**config.mk**
```make
export PLATFORM = sky130hd
export DESIGN_NAME = epoch_to_local_calendar
export DESIGN_NICKNAME = d
export VERILOG_FILES = /design/src/rtl/e2lc_pkg.sv /design/src/rtl/epoch_to_local_calendar.sv /design/src/rtl/e2lc_ctl.sv /design/src/rtl/e2lc_dp.sv
export SDC_FILE = /design/constraint.sdc
export NUM_CORES = 2
export LEC_CHECK = 0
export BUFFER_PORTS_ARGS = -buffer_cell sky130_fd_sc_hd__buf_2
export CAP_MARGIN = 5
export CORE_AREA = 2 2 348 350
export CTS_BUF_LIST = sky130_fd_sc_hd__clkbuf_2 sky130_fd_sc_hd__clkbuf_4 sky130_fd_sc_hd__clkbuf_8
export DETAILED_ROUTE_END_ITERATION = 7
export DIE_AREA = 0 0 350 352
export PLACE_DENSITY = 0.5
export SYNTH_ARGS = -nofsm -noshare
export SYNTH_HDL_FRONTEND = slang
export SYNTH_SLANG_ARGS = --single-unit
```
**constraint.sdc**
```tcl
create_clock -name i_clk -period 9.3 [get_ports i_clk]
set_clock_uncertainty 0.2 [all_clocks]
set_input_delay 1.86 -clock i_clk [delete_from_list [all_inputs] [get_ports i_clk]]
set_output_delay 1.86 -clock i_clk [all_outputs]
set_load 0.02 [all_outputs]
```
**src/rtl/e2lc_pkg.sv**
```systemverilog
// ----------------------------------------------------------------------------
// e2lc_pkg
// Types, constants and tables shared by the calendar converter modules.
// ----------------------------------------------------------------------------
package e2lc_pkg;

    localparam logic [2:0] CFG_ZONE_OFFSET = 3'd0;
    localparam logic [2:0] CFG_DST_ENABLE  = 3'd1;
    localparam logic [2:0] CFG_DST_SHIFT   = 3'd2;
    localparam logic [2:0] CFG_START_RULE  = 3'd3;
    localparam logic [2:0] CFG_END_RULE    = 3'd4;

    localparam logic [17:0] SEC_PER_DAY   = 18'd86400;
    localparam logic [17:0] SEC_PER_HOUR  = 18'd3600;
    localparam logic [17:0] SEC_PER_MIN   = 18'd60;
    localparam logic [17:0] DAYS_PER_WEEK = 18'd7;
    localparam logic [11:0] EPOCH_YEAR    = 12'd1970;
    localparam logic [11:0] YEAR_BASE     = 12'd1900;
    localparam logic [2:0]  EPOCH_WDAY    = 3'd4;

    // reciprocals: (x >> 7) / 675 by 2^35, n / 7 by 2^20,
    // (s >> 4) / 225 by 2^21, (s >> 2) / 15 by 2^14
    localparam logic [25:0] DAY_RECIP  = 26'd50903317;
    localparam logic [17:0] WEEK_RECIP = 18'd149797;
    localparam logic [13:0] HOUR_RECIP = 14'd9321;
    localparam logic [10:0] MIN_RECIP  = 11'd1093;

    typedef enum logic [3:0] {
        S_IDLE, S_LOAD, S_DDAY, S_DDREM, S_DHOUR, S_DHREM, S_DMIN, S_DMREM,
        S_YEAR, S_MON, S_RSTART, S_REND
    } t_state;

    typedef enum logic [2:0] {
        DSEL_DAY, DSEL_DREM, DSEL_HOUR, DSEL_HREM, DSEL_MIN, DSEL_MREM
    } t_dsel;

    typedef struct packed {
        logic  load_in;
        logic  add_shift;
        logic  div_load;
        logic  div_step;
        t_dsel dsel;
        logic  year_init;
        logic  year_step;
        logic  mon_init;
        logic  mon_step;
        logic  rule_init;
        logic  rule_end;
        logic  rule_step;
        logic  out_load;
    } t_cmd;

    typedef struct packed {
        logic year_done;
        logic mon_done;
        logic rule_done;
        logic dst;
        logic pass;
    } t_sts;

    typedef struct packed {
        logic signed [17:0] zone_offset;
        logic               dst_enable;
        logic signed [17:0] dst_shift;
        logic [17:0]        start_rule;
        logic [17:0]        end_rule;
    } t_cfg;

    function automatic logic [4:0] month_len(input logic [3:0] m, input logic leap);
        logic [4:0] len;
        case (m)
            4'd1:                      len = leap ? 5'd29 : 5'd28;
            4'd3, 4'd5, 4'd8, 4'd10:   len = 5'd30;
            default:                   len = 5'd31;
        endcase
        return len;
    endfunction

endpackage

```
**src/rtl/epoch_to_local_calendar.sv**
```systemverilog
// ----------------------------------------------------------------------------
// epoch_to_local_calendar
// Converts epoch seconds to local broken-down time with daylight rules.
//
// Pulse start for one cycle while busy is low; i_epoch_seconds is taken
// at that edge. busy stays high until the result is shown. o_valid marks
// the result word for one cycle and cannot be held; the o_ ports keep the
// word until the next result. One word in gives one word out; the next
// word can be started in the cycle that shows the result.
// Steps: one load, six divisions by reciprocal multiply, a walk over the
// years since 1970 and one over the months, then the start and end
// daylight rules. When daylight time applies the division, year and month
// steps run a second time.
// Configuration writes on i_cfg_we / i_cfg_idx / i_cfg_data take effect at
// once and are meant for idle periods. Reset restores the register
// defaults, returns the sequencer to idle and clears o_valid.
// ----------------------------------------------------------------------------
module epoch_to_local_calendar (
    input  logic               i_clk,
    input  logic               i_rst_n,
    input  logic               start,
    output logic               busy,
    input  logic               i_cfg_we,
    input  logic [2:0]         i_cfg_idx,
    input  logic [17:0]        i_cfg_data,
    input  logic signed [31:0] i_epoch_seconds,
    output logic               o_valid,
    output logic [5:0]         o_second,
    output logic [5:0]         o_minute,
    output logic [4:0]         o_hour,
    output logic [4:0]         o_month_day,
    output logic [3:0]         o_month,
    output logic [7:0]         o_year_since_1900,
    output logic [8:0]         o_year_day,
    output logic [2:0]         o_week_day,
    output logic               o_is_dst
);
    import e2lc_pkg::*;

    t_cfg r_cfg;
    t_cmd cmd;
    t_sts sts;

    always_ff @(posedge i_clk) begin
        if (!i_rst_n) begin
            r_cfg.zone_offset <= 18'sd0;
            r_cfg.dst_enable  <= 1'b0;
            r_cfg.dst_shift   <= 18'sd3600;
            r_cfg.start_rule  <= 18'd17921;
            r_cfg.end_rule    <= 18'd21007;
        end else if (i_cfg_we) begin
            case (i_cfg_idx)
                CFG_ZONE_OFFSET: r_cfg.zone_offset <= $signed(i_cfg_data);
                CFG_DST_ENABLE:  r_cfg.dst_enable  <= i_cfg_data[0];
                CFG_DST_SHIFT:   r_cfg.dst_shift   <= $signed(i_cfg_data);
                CFG_START_RULE:  r_cfg.start_rule  <= i_cfg_data;
                CFG_END_RULE:    r_cfg.end_rule    <= i_cfg_data;
                default: begin
                end
            endcase
        end
    end

    e2lc_ctl u_ctl (
        .i_clk   (i_clk),
        .i_rst_n (i_rst_n),
        .start   (start),
        .busy    (busy),
        .i_sts   (sts),
        .o_cmd   (cmd)
    );

    e2lc_dp u_dp (
        .i_clk             (i_clk),
        .i_rst_n           (i_rst_n),
        .i_cfg             (r_cfg),
        .i_cmd             (cmd),
        .o_sts             (sts),
        .i_epoch_seconds   (i_epoch_seconds),
        .o_valid           (o_valid),
        .o_second          (o_second),
        .o_minute          (o_minute),
        .o_hour            (o_hour),
        .o_month_day       (o_month_day),
        .o_month           (o_month),
        .o_year_since_1900 (o_year_since_1900),
        .o_year_day        (o_year_day),
        .o_week_day        (o_week_day),
        .o_is_dst          (o_is_dst)
    );

endmodule

```
**src/rtl/e2lc_ctl.sv**
```systemverilog
// ----------------------------------------------------------------------------
// e2lc_ctl
// Sequencer for the calendar converter: divisions, year and month walks,
// daylight rule evaluation and the optional second pass.
// ----------------------------------------------------------------------------
module e2lc_ctl (
    input  logic          i_clk,
    input  logic          i_rst_n,
    input  logic          start,
    output logic          busy,
    input  e2lc_pkg::t_sts i_sts,
    output e2lc_pkg::t_cmd o_cmd
);
    import e2lc_pkg::*;

    t_state r_state, n_state;

    always_ff @(posedge i_clk) begin
        if (!i_rst_n) begin
            r_state <= S_IDLE;
        end else begin
            r_state <= n_state;
        end
    end

    always_comb begin
        n_state = r_state;
        o_cmd   = '0;
        o_cmd.dsel = DSEL_DAY;
        case (r_state)
            S_IDLE: begin
                if (start) begin
                    o_cmd.load_in = 1'b1;
                    n_state = S_LOAD;
                end
            end
            S_LOAD: begin
                // clamp the local time of the first pass
                o_cmd.div_load = 1'b1;
                n_state = S_DDAY;
            end
            S_DDAY: begin
                o_cmd.div_step = 1'b1;
                o_cmd.dsel = DSEL_DAY;
                n_state = S_DDREM;
            end
            S_DDREM: begin
                o_cmd.div_step = 1'b1;
                o_cmd.dsel = DSEL_DREM;
                n_state = S_DHOUR;
            end
            S_DHOUR: begin
                o_cmd.div_step = 1'b1;
                o_cmd.dsel = DSEL_HOUR;
                n_state = S_DHREM;
            end
            S_DHREM: begin
                o_cmd.div_step = 1'b1;
                o_cmd.dsel = DSEL_HREM;
                n_state = S_DMIN;
            end
            S_DMIN: begin
                o_cmd.div_step = 1'b1;
                o_cmd.dsel = DSEL_MIN;
                n_state = S_DMREM;
            end
            S_DMREM: begin
                o_cmd.div_step  = 1'b1;
                o_cmd.dsel      = DSEL_MREM;
                o_cmd.year_init = 1'b1;
                n_state = S_YEAR;
            end
            S_YEAR: begin
                if (i_sts.year_done) begin
                    o_cmd.mon_init = 1'b1;
                    n_state = S_MON;
                end else begin
                    o_cmd.year_step = 1'b1;
                end
            end
            S_MON: begin
                if (!i_sts.mon_done) begin
                    o_cmd.mon_step = 1'b1;
                end else if (i_sts.pass) begin
                    o_cmd.out_load = 1'b1;
                    n_state = S_IDLE;
                end else begin
                    o_cmd.rule_init = 1'b1;
                    n_state = S_RSTART;
                end
            end
            S_RSTART: begin
                if (i_sts.rule_done) begin
                    o_cmd.rule_init = 1'b1;
                    o_cmd.rule_end  = 1'b1;
                    n_state = S_REND;
                end else begin
                    o_cmd.rule_step = 1'b1;
                end
            end
            S_REND: begin
                o_cmd.rule_end = 1'b1;
                if (!i_sts.rule_done) begin
                    o_cmd.rule_step = 1'b1;
                end else if (i_sts.dst) begin
                    // redo the breakdown with the daylight shift
                    o_cmd.div_load  = 1'b1;
                    o_cmd.add_shift = 1'b1;
                    o_cmd.dsel = DSEL_DAY;
                    n_state = S_DDAY;
                end else begin
                    o_cmd.out_load = 1'b1;
                    n_state = S_IDLE;
                end
            end
            default: begin
                n_state = S_IDLE;
            end
        endcase
    end

    assign busy = (r_state != S_IDLE);

endmodule

```
**src/rtl/e2lc_dp.sv**
```systemverilog
// ----------------------------------------------------------------------------
// e2lc_dp
// Datapath: reciprocal-multiply division steps, year and month counters,
// rule day unit and result registers.
// ----------------------------------------------------------------------------
module e2lc_dp (
    input  logic                 i_clk,
    input  logic                 i_rst_n,
    input  e2lc_pkg::t_cfg       i_cfg,
    input  e2lc_pkg::t_cmd       i_cmd,
    output e2lc_pkg::t_sts       o_sts,
    input  logic signed [31:0]   i_epoch_seconds,
    output logic                 o_valid,
    output logic [5:0]           o_second,
    output logic [5:0]           o_minute,
    output logic [4:0]           o_hour,
    output logic [4:0]           o_month_day,
    output logic [3:0]           o_month,
    output logic [7:0]           o_year_since_1900,
    output logic [8:0]           o_year_day,
    output logic [2:0]           o_week_day,
    output logic                 o_is_dst
);
    import e2lc_pkg::*;

    logic signed [33:0] r_t;
    logic               r_pass;
    logic [31:0]        r_x;
    logic [16:0]        r_rem;
    logic [14:0]        r_wq;
    logic [16:0]        r_days;
    logic [4:0]         r_hr;
    logic [5:0]         r_min;
    logic [5:0]         r_sec;
    logic [2:0]         r_wday;
    logic [11:0]        r_year;
    logic [1:0]         r_m4;
    logic [6:0]         r_m100;
    logic [8:0]         r_m400;
    logic [11:0]        r_m4000;
    logic [8:0]         r_yday;
    logic [3:0]         r_mon;
    logic signed [7:0]  r_rd;
    logic signed [7:0]  r_xs;
    logic signed [3:0]  r_rn;
    logic               r_norm;

    logic signed [33:0] t_loc;
    logic [31:0]        x_clamp;
    logic [50:0]        day_prod;
    logic [33:0]        day_back;
    logic [16:0]        d4;
    logic [34:0]        wk_prod;
    logic [17:0]        wk_back;
    logic [26:0]        hr_prod;
    logic [17:0]        hr_back;
    logic [20:0]        mn_prod;
    logic [17:0]        mn_back;
    logic               leap;
    logic [8:0]         ylen;
    logic [4:0]         mlen;
    logic [17:0]        rule;
    logic signed [3:0]  nth;
    logic [4:0]         rday;
    logic signed [7:0]  d_init;
    logic signed [7:0]  len_s;
    logic signed [7:0]  mday_s;
    logic [4:0]         mday;
    logic [3:0]         smon, emon;
    logic [4:0]         shr, ehr;
    logic               dst;

    always_comb begin
        t_loc   = r_t + (i_cmd.add_shift ? 34'(i_cfg.dst_shift) : 34'sd0);
        x_clamp = t_loc[33] ? 32'd0 : t_loc[31:0];
    end

    always_comb begin
        day_prod = 51'(r_x[31:7]) * 51'(DAY_RECIP);
        day_back = 34'(r_days) * 34'(SEC_PER_DAY);
        d4       = r_days + 17'(EPOCH_WDAY);
        wk_prod  = 35'(d4) * 35'(WEEK_RECIP);
        wk_back  = 18'(r_wq) * DAYS_PER_WEEK;
        hr_prod  = 27'(r_rem[16:4]) * 27'(HOUR_RECIP);
        hr_back  = 18'(r_hr) * SEC_PER_HOUR;
        mn_prod  = 21'(r_rem[11:2]) * 21'(MIN_RECIP);
        mn_back  = 18'(r_min) * SEC_PER_MIN;
    end

    always_comb begin
        leap = (r_m4000 != 12'd0) && ((r_m400 == 9'd0) || ((r_m100 != 7'd0) && (r_m4 == 2'd0)));
        ylen = leap ? 9'd366 : 9'd365;
        mlen = month_len(r_mon, leap);
        mday = r_days[4:0] + 5'd1;
    end

    always_comb begin
        rule   = i_cmd.rule_end ? i_cfg.end_rule : i_cfg.start_rule;
        nth    = $signed(rule[3:0]);
        rday   = rule[8:4];
        mday_s = $signed({3'b000, mday});
        d_init = mday_s - $signed({5'b00000, r_wday}) + $signed({3'b000, rday});
        len_s  = $signed({3'b000, mlen});
    end

    always_comb begin
        smon = i_cfg.start_rule[12:9];
        emon = i_cfg.end_rule[12:9];
        shr  = i_cfg.start_rule[17:13];
        ehr  = i_cfg.end_rule[17:13];
        if (!i_cfg.dst_enable) begin
            dst = 1'b0;
        end else if ((smon <= emon && (r_mon < smon || r_mon > emon)) ||
                     (smon > emon && r_mon < smon && r_mon > emon)) begin
            dst = 1'b0;
        end else if (r_mon == smon) begin
            dst = (mday_s != r_xs) ? (mday_s > r_xs) : (r_hr >= shr);
        end else if (r_mon == emon) begin
            dst = (mday_s != r_rd) ? (mday_s < r_rd) : ({1'b0, r_hr} + 6'd1 < {1'b0, ehr});
        end else begin
            dst = 1'b1;
        end
    end

    always_ff @(posedge i_clk) begin
        if (i_cmd.load_in) begin
            r_t <= 34'(i_epoch_seconds) - 34'(i_cfg.zone_offset);
        end
        if (i_cmd.div_load) begin
            r_x <= x_clamp;
        end
        if (i_cmd.div_step) begin
            case (i_cmd.dsel)
                DSEL_DAY: begin
                    r_days <= {1'b0, day_prod[50:35]};
                end
                DSEL_DREM: begin
                    r_rem <= r_x[16:0] - day_back[16:0];
                    r_wq  <= wk_prod[34:20];
                end
                DSEL_HOUR: begin
                    r_hr   <= hr_prod[25:21];
                    r_wday <= d4[2:0] - wk_back[2:0];
                end
                DSEL_HREM: begin
                    r_rem <= r_rem - hr_back[16:0];
                end
                DSEL_MIN: begin
                    r_min <= mn_prod[19:14];
                end
                default: begin
                    r_sec <= r_rem[5:0] - mn_back[5:0];
                end
            endcase
        end
        if (i_cmd.year_init) begin
            r_year  <= EPOCH_YEAR;
            r_m4    <= 2'd2;
            r_m100  <= 7'd70;
            r_m400  <= 9'd370;
            r_m4000 <= 12'd1970;
        end
        if (i_cmd.year_step) begin
            r_days  <= r_days - 17'(ylen);
            r_year  <= r_year + 12'd1;
            r_m4    <= r_m4 + 2'd1;
            r_m100  <= (r_m100 == 7'd99) ? 7'd0 : r_m100 + 7'd1;
            r_m400  <= (r_m400 == 9'd399) ? 9'd0 : r_m400 + 9'd1;
            r_m4000 <= (r_m4000 == 12'd3999) ? 12'd0 : r_m4000 + 12'd1;
        end
        if (i_cmd.mon_init) begin
            r_yday <= r_days[8:0];
            r_mon  <= 4'd0;
        end
        if (i_cmd.mon_step) begin
            r_days <= r_days - 17'(mlen);
            r_mon  <= r_mon + 4'd1;
        end
        if (i_cmd.rule_init) begin
            if (i_cmd.rule_end) begin
                r_xs <= r_rd;
            end
            r_rd   <= (nth == 4'sd0) ? $signed({3'b000, rday}) : d_init;
            r_rn   <= nth;
            r_norm <= (nth == 4'sd0);
        end else if (i_cmd.rule_step) begin
            if (!r_norm) begin
                // bring the day just before (or past) the month edge
                if (r_rn > 4'sd0) begin
                    if (r_rd > 8'sd0) r_rd <= r_rd - 8'sd7;
                    else              r_norm <= 1'b1;
                end else begin
                    if (r_rd <= len_s) r_rd <= r_rd + 8'sd7;
                    else               r_norm <= 1'b1;
                end
            end else if (r_rn > 4'sd0) begin
                r_rd <= r_rd + 8'sd7;
                r_rn <= r_rn - 4'sd1;
            end else begin
                r_rd <= r_rd - 8'sd7;
                r_rn <= r_rn + 4'sd1;
            end
        end
        if (i_cmd.out_load) begin
            o_second          <= r_sec;
            o_minute          <= r_min;
            o_hour            <= r_hr;
            o_month_day       <= mday;
            o_month           <= r_mon;
            o_year_since_1900 <= 8'(r_year - YEAR_BASE);
            o_year_day        <= r_yday;
            o_week_day        <= r_wday;
            o_is_dst          <= r_pass;
        end
    end

    always_ff @(posedge i_clk) begin
        if (!i_rst_n) begin
            o_valid <= 1'b0;
            r_pass  <= 1'b0;
        end else begin
            o_valid <= i_cmd.out_load;
            if (i_cmd.load_in) begin
                r_pass <= 1'b0;
            end else if (i_cmd.div_load) begin
                r_pass <= i_cmd.add_shift;
            end
        end
    end

    assign o_sts.year_done = (r_days < 17'(ylen));
    assign o_sts.mon_done  = (r_days < 17'(mlen));
    assign o_sts.rule_done = r_norm && (r_rn == 4'sd0);
    assign o_sts.dst       = dst;
    assign o_sts.pass      = r_pass;

endmodule
```
# After elaboration in Yosys (flattened, before gate mapping)

Index checks and enable logic that the tools add are counted.

Register bits after elaboration: 337
Input port bits: 57
Output and inout port bits: 49
Word-level logic and storage cells: 248

Add/sub/neg operators: 24
Multipliers: 8
$lt $le $gt $ge: 13
Eq/ne operators: 37
Mux-type cells: 81
Bitwise operators: 2
Reduce and logical (&&, ||, !) cells: 46

Operator list:

| cell                   | count |
|---|---|
| $mux 17                | 4 |
| $mux 8                 | 8 |
| $mul 25x26->51 const B | 1 |
| $mux 12                | 4 |
| $mux 4                 | 12 |
| $pmux 4 s12            | 1 |
| $mux 9                 | 4 |
| $mul 17x18->35 const B | 1 |
| $add 34x34->34         | 1 |
| $mux 34                | 1 |
| $pmux 17 s2            | 1 |
| $sub 17x17->17         | 2 |
| $sub 32x18->33         | 1 |
| $mux 1                 | 29 |
| $mul 13x14->26 const B | 1 |
| $reduce_and 2->1       | 13 |
| $add 12x1->12 const B  | 2 |
| $eq 4x4->1 const B     | 6 |
| $mux 7                 | 3 |
| $eq 4x3->1 const B     | 5 |
| $mul 10x11->20 const B | 1 |
| $add 17x3->17 const B  | 1 |
| $lt 17x5->1            | 1 |
| $lt 17x9->1            | 1 |
| other kinds (67)       | 107 |

# Longest topological paths before layout

Depth in word-level cells: 12
Gate-level depth with buffers: 25
Depth with buffers taken out: 25

# Cells and area by module

Synthesis repeated with hierarchy kept, for this count alone.

Cells, all modules: 3,604
Area, all modules: 35,710.5 um^2

Modules (own cells, without submodules):

| module                  | times used | cells each | area an instance (um^2) | sequential area each (um^2) |
|---|---|---|---|---|
| e2lc_dp                 | 1          | 3,272      | 32,423.6                | 7,277.0 |
| epoch_to_local_calendar | 1          | 274        | 2,862.7                 | 1,461.4 |
| e2lc_ctl                | 1          | 58         | 424.2                   | 80.1 |

# Worst setup path before layout

Ideal clock, no wire load.

Path kind: reg-to-reg
Start: reg u_dp.r_x[12]
End: reg u_dp.r_days[10] (data pin)
Library setup time: 0.140 ns
Arrival time: 6.158 ns
Required time: 8.960 ns
Setup slack: 2.802 ns
Stages on the path, launching flop included: 24
Buffers on the path: 0
Period minus slack after synthesis: 6.498 ns
Cell sequence: edfxtp_1 -> inv_1 -> ha_1 -> inv_1 -> fa_1 -> ha_1 -> inv_1 -> fa_1 -> inv_1 -> fa_1 -> fa_1 -> inv_1 -> fa_1 -> inv_1 -> ha_1 -> and3_1 -> and4_1 -> nand4_1 -> a2111oi_1 -> o21ai_0 -> o21ai_2 -> a21o_1 -> mux2_2 -> a21oi_2

Longest elaborated chain between the ends: 5

RTL lines:

| what                     | line           | text |
|---|---|---|
| start: declaration       | e2lc_dp.sv:28  | `logic [31:0] r_x;` |
| start signal: assignment | e2lc_dp.sv:130 | `r_x <= x_clamp;` |
| $mul 25x26->51           | e2lc_dp.sv:79  | `day_prod = 51'(r_x[31:7]) * 51'(DAY_RECIP);` |
| $mux 17                  | e2lc_dp.sv:133 | `case (i_cmd.dsel)` |
| $mux 17                  | e2lc_dp.sv:132 | `if (i_cmd.div_step) begin` |
| $mux 17                  | e2lc_dp.sv:163 | `if (i_cmd.year_step) begin` |
| $mux 17                  | e2lc_dp.sv:175 | `if (i_cmd.mon_step) begin` |
| end signal: assignment   | e2lc_dp.sv:135 | `r_days <= {1'b0, day_prod[50:35]};` |
| end signal: assignment   | e2lc_dp.sv:164 | `r_days <= r_days - 17'(ylen);` |
| end signal: assignment   | e2lc_dp.sv:176 | `r_days <= r_days - 17'(mlen);` |
| end: declaration         | e2lc_dp.sv:31  | `logic [16:0] r_days;` |

Every way passes these cells. The select of a mux whose other input is x is not followed.
A chain may end at the register's enable or synchronous reset.

# Worst setup path in the final report

Start: reg u_dp.r_days[1]
End: reg u_dp.r_x[28] (data pin)

Longest elaborated chain between the ends: 12
Elaborated cells between the ends (all ways): 16
Classes of those cells: add/sub (2); order compare (2); eq/ne (2); mux (10)

RTL lines:

| what                                     | line            | text |
|---|---|---|
| $add 5x1->5 *                            | e2lc_dp.sv:94   | `mday = r_days[4:0] + 5'd1;` |
| net u_dp.mday[3]                         | e2lc_dp.sv:68   | `logic [4:0] mday;` |
| $lt 6x8->1 or $ne 6x8->1 (tied branches) | e2lc_dp.sv:119  | `dst = (mday_s != r_rd) ? (mday_s < r_rd) : ({1'b0, r_hr} + 6'd1 < {1'b0, ehr});` |
| $mux 1                                   | e2lc_dp.sv:119  |  |
| $mux 1                                   | e2lc_dp.sv:118  | `end else if (r_mon == emon) begin` |
| $mux 1 *                                 | e2lc_dp.sv:116  | `end else if (r_mon == smon) begin` |
| $mux 1 *                                 | e2lc_dp.sv:113  | `end else if ((smon <= emon && (r_mon < smon \|\| r_mon > emon)) \|\|` |
| $mux 1 *                                 | e2lc_dp.sv:111  | `if (!i_cfg.dst_enable) begin` |
| $mux 2 *                                 | e2lc_ctl.sv:105 | `end else if (i_sts.dst) begin` |
| $mux 2 *                                 | e2lc_ctl.sv:103 | `if (!i_sts.rule_done) begin` |
| $mux 1 *                                 | e2lc_ctl.sv:30  | `case (r_state)` |
| $mux 34 *                                | e2lc_dp.sv:74   | `t_loc = r_t + (i_cmd.add_shift ? 34'(i_cfg.dst_shift) : 34'sd0);` |
| $add 34x34->34 *                         | e2lc_dp.sv:74   |  |

The timed path passes the listed nets; every way through them passes the cells marked *.

==> summary.md <==
| Metric | Value |
|---|---|
| Run status | finished clean |
| CTS Root Cell | clkbuf_8 |
| XOR/XNOR share of the synthesized area | under 10% |
| Largest net degree at the start of global routing | 53 |
| Maximum fanout along the worst path | 30 |
| Largest family of logic cells by synthesized area | adder cells |
| Synthesized flop and latch total | 320 |
| FFs w/ async S/R, synth | 0% |
| Avg WL per Cell | ~17 um |
| CTS hold repair buffers | 0 |
| Post-synthesis sequential area ratio | 24.8% |
| FF-to-FF End | u_dp.r_x[28] |
| Fmax | 119 MHz |
| Critical path startpoint category | register |
| Total Nets Final | 4,789 |
| Synth-to-Final Area Change | 10.6% |
| Worst r2r path cells | 20 |
| Fin. Hold Viols | 0 |
| Post-synthesis net count | 4,670 |
| Initial antenna violation count | 5 |
| DP HPWL | 75,300 um |
| Fin crit period | 8430 ps |
| CTS Buf Count | 66 |
| Syn avg cell area | between 9 and 10 um^2 |
| Share of the synthesized area in the top cell type | 23.7% |
| TNS Setup | 0 ps |
| CTS Sinks | 320 |
| Post-synth EDFFs | ~240 |
| DR iter-0 viols | 1,334 |
| Clock latency on the worst-skew pair | approximately 700 ps |
| Nature of the critical path endpoint | register |
| Yosys Warn Count | 0 |
| Netlist Area Pre-Place | between 30,000 and 40,000 um^2 |
| WP data required | around 9400 ps |
| Synth Area in Compound Gates | 12.0% |
| CTS tree | built |
| Period utilization | between 90% and 100% |
| Kind of critical path | register to register |
| Final ANT Viol Nets | 0 |
| Top-Level Pins | 106 |
| Setup bufs post-CTS | 0 |
| Synth area leaders | ha_1 (24%), edfxtp_1 (20%), fa_1 (16%) |
| Most numerous cell in the Yosys netlist | ha_1 |
| Cell row count | 127 |
| Mapped Cells | 3,657 |
| Synth Area in Adders | 39.5% |
| Overall Global Routing Usage | 15.5% |
| Final setup violation count | 0 |
| Synth Area in Simple Gates | 10.6% |
| DR pass1 iterations | 7 |
| Vias in the first global route | 26,084 |
| Clock tree buffer depth | 3 |
| R2R Setup Slk | 870 ps |
| Die width | around 350 um |
| Hold Path Class | register to register |
| # DRC | 0 |
| H-Tree Depth | 3 |
| Arrival @ worst endpoint | 8520 ps |
| Origin of the critical flop-to-flop path | u_dp.r_days[1] |
| Area leader, netlist | ha_1 |
| Max_cap viols | 0 |
| Port-buffer cells | between 100 and 150 |
| Clock-pin slew on the worst setup and hold paths | 60 ps |
| Synth cell types | 89 |
| Rel. slew slack | 10.7% |
| CP endpoint | u_dp.r_x[28] |
| Mux share of post-synthesis cell area | 0.671% |
| Total core area | 119,000 um^2 |
| RSZ-0062 raised after global routing | false |
| Most common flop cell mapped by yosys | edfxtp_1 |
| Final slew viol count | 0 |
| First-pass GRT wire length | 150,000 um |
| GRT Residual Overflow | 0 |
| Area of the die | 123,000 um^2 |
| Die H | 352 um |
| DR vias | ~25,000 |
| Top cells by count, synth | ha_1 (676), inv_1 (661), fa_1 (280), nand2_1 (260), edfxtp_1 (241) |
| Total wire length | ~93,000 um |
| Worst slew pin tran | between 1000 and 1500 ps |
| GPL Wtd Cong | 0.877 |
| Hold path depth | 0 |
| Vias per cell | 4.64 |
| Share of post-route cells with drive strength above 1 | 7.19% |
| Worst Setup SP | u_dp.r_days[1] |
| Initial Util | between 20% and 30% |
| CTS resizes | 0 |
-- final cells by class --
cell class | count | area (um^2)
Sequential cell | 320 | 8820
Timing Repair Buffer | 121 | 646
Fill cell | 12370 | 80000
Inverter | 661 | 2480
Clock buffer | 96 | 1170
Multi-Input combinational cell | 2606 | 24100
Tap cell | 1612 | 2020
Clock inverter | 22 | 190
Antenna cell | 4 | 10.0
-- through the flow --
step | cell area, um^2 | instances | setup WS (ps) | hold WS, ps | utilization (%)
after global routing | 39400 | 5440 | 423 | 232 | 33.0
after floorplan | 35600 | 3657 | 2800 | 200 | -
final | 39400 | 5442 | 875 | 220 | 33.0
after global placement | 38000 | 5320 | 954 | 202 | 31.9
after CTS | 39400 | 5438 | 929 | 222 | 33.0
after detailed placement | 38000 | 5320 | 1020 | 209 | 31.9
-- state kept, by name, indices dropped and copies added (netlist names), 5 cells and up --
signal	flops
u_dp.o_minute	6
u_dp.r_m4000	12
u_dp.r_x	32
u_dp.r_hr	5
u_dp.o_second	6
u_dp.r_xs	8
u_dp.r_m100	7
u_dp.r_m400	9
u_dp.o_hour	5
u_dp.o_year_day	9
u_dp.r_days	17
u_dp.r_rem	17
u_dp.r_min	6
u_dp.o_year_since_1900	8
u_dp.r_t	33
u_dp.r_rd	8
u_dp.r_year	8
u_dp.r_yday	9
u_dp.o_month_day	5
u_dp.r_sec	6
r_cfg	73
-- routing by layer --
| metal | vias to the layer above | GRT usage [%] | wire length, um |
|---|---|---|---|
| met3 | 80 | 2.20 | 4160 |
| li1 | 12680 | - | - |
| met1 | 12064 | 22.3 | 45800 |
| met5 | - | 0 | 8 |
| met4 | 2 | 3.32 | 1360 |
| met2 | 432 | 24.4 | 41600 |
-- critical path, stage by stage, from the launching register on --
cell and delay, ps:
edfxtp_1 850, ha_1 350, nand2_1 90, xnor2_1 670
ha_1 380, o21a_1 110, o21a_1 150, o21ai_0 370
a211oi_1 140, a211o_1 410, nor2_1 150, buf_4 210
and2_1 580, ha_1 360, nand4_1 210, o21ai_0 370
nor3_1 90, a21oi_1 400, nor2_1 140, o21a_1 570
a2111oi_0 1170
-- how the worst min path moves through the flow --
stage / to / from / slack [ps]
after global placement: u_dp.o_second[5] / u_dp.r_sec[5] / 200
final: u_dp.o_year_day[7] / u_dp.r_yday[7] / 220
after detailed placement: u_dp.o_second[5] / u_dp.r_sec[5] / 210
after CTS: u_dp.o_second[5] / u_dp.r_sec[5] / 220
after floorplan: u_dp.o_minute[4] / u_dp.r_min[4] / 200
after global routing: u_dp.o_second[5] / u_dp.r_sec[5] / 230
-- layout by cell type (no fill, tap or decap), types with 7 or more instances in the layout --
| cell | instances |
|---|---|
| a21boi_0 | 67 |
| buf_4 | 16 |
| and3_1 | 23 |
| nand3b_1 | 7 |
| nand2_1 | 260 |
| xnor2_1 | 122 |
| a21oi_1 | 167 |
| nand3_1 | 77 |
| or2_2 | 11 |
| o21a_1 | 29 |
| clkinv_1 | 7 |
| o31ai_1 | 12 |
| and2_1 | 38 |
| or3_1 | 8 |
| o22ai_1 | 9 |
| edfxtp_1 | 241 |
| nor4_1 | 14 |
| fa_1 | 280 |
| nand2b_1 | 29 |
| a31oi_1 | 26 |
| o21bai_1 | 17 |
| mux2_2 | 7 |
| a211oi_1 | 17 |
| inv_1 | 661 |
| nor3_1 | 47 |
| xor2_1 | 70 |
| mux2i_1 | 16 |
| buf_2 | 105 |
| a21o_1 | 82 |
| o21ai_0 | 114 |
| clkbuf_8 | 72 |
| nand4_1 | 34 |
| clkinv_2 | 7 |
| ha_1 | 676 |
| dfxtp_1 | 79 |
| nor2_1 | 173 |
| clkbuf_4 | 24 |
| o211ai_1 | 24 |
| nor2b_1 | 38 |
-- kinds of logic after synthesis --
family / Yosys count
buffers and inverters: 731
multiplexers: 23
flip-flops: 320
adder cells (fa/ha/maj): 956
AND/OR/NAND/NOR: 786
XOR/XNOR: 192
AO/OA/AOI/OAI: 649
Power is not shown: default switching activity piles up to over one toggle a cycle in this logic, so the estimate is an artifact.
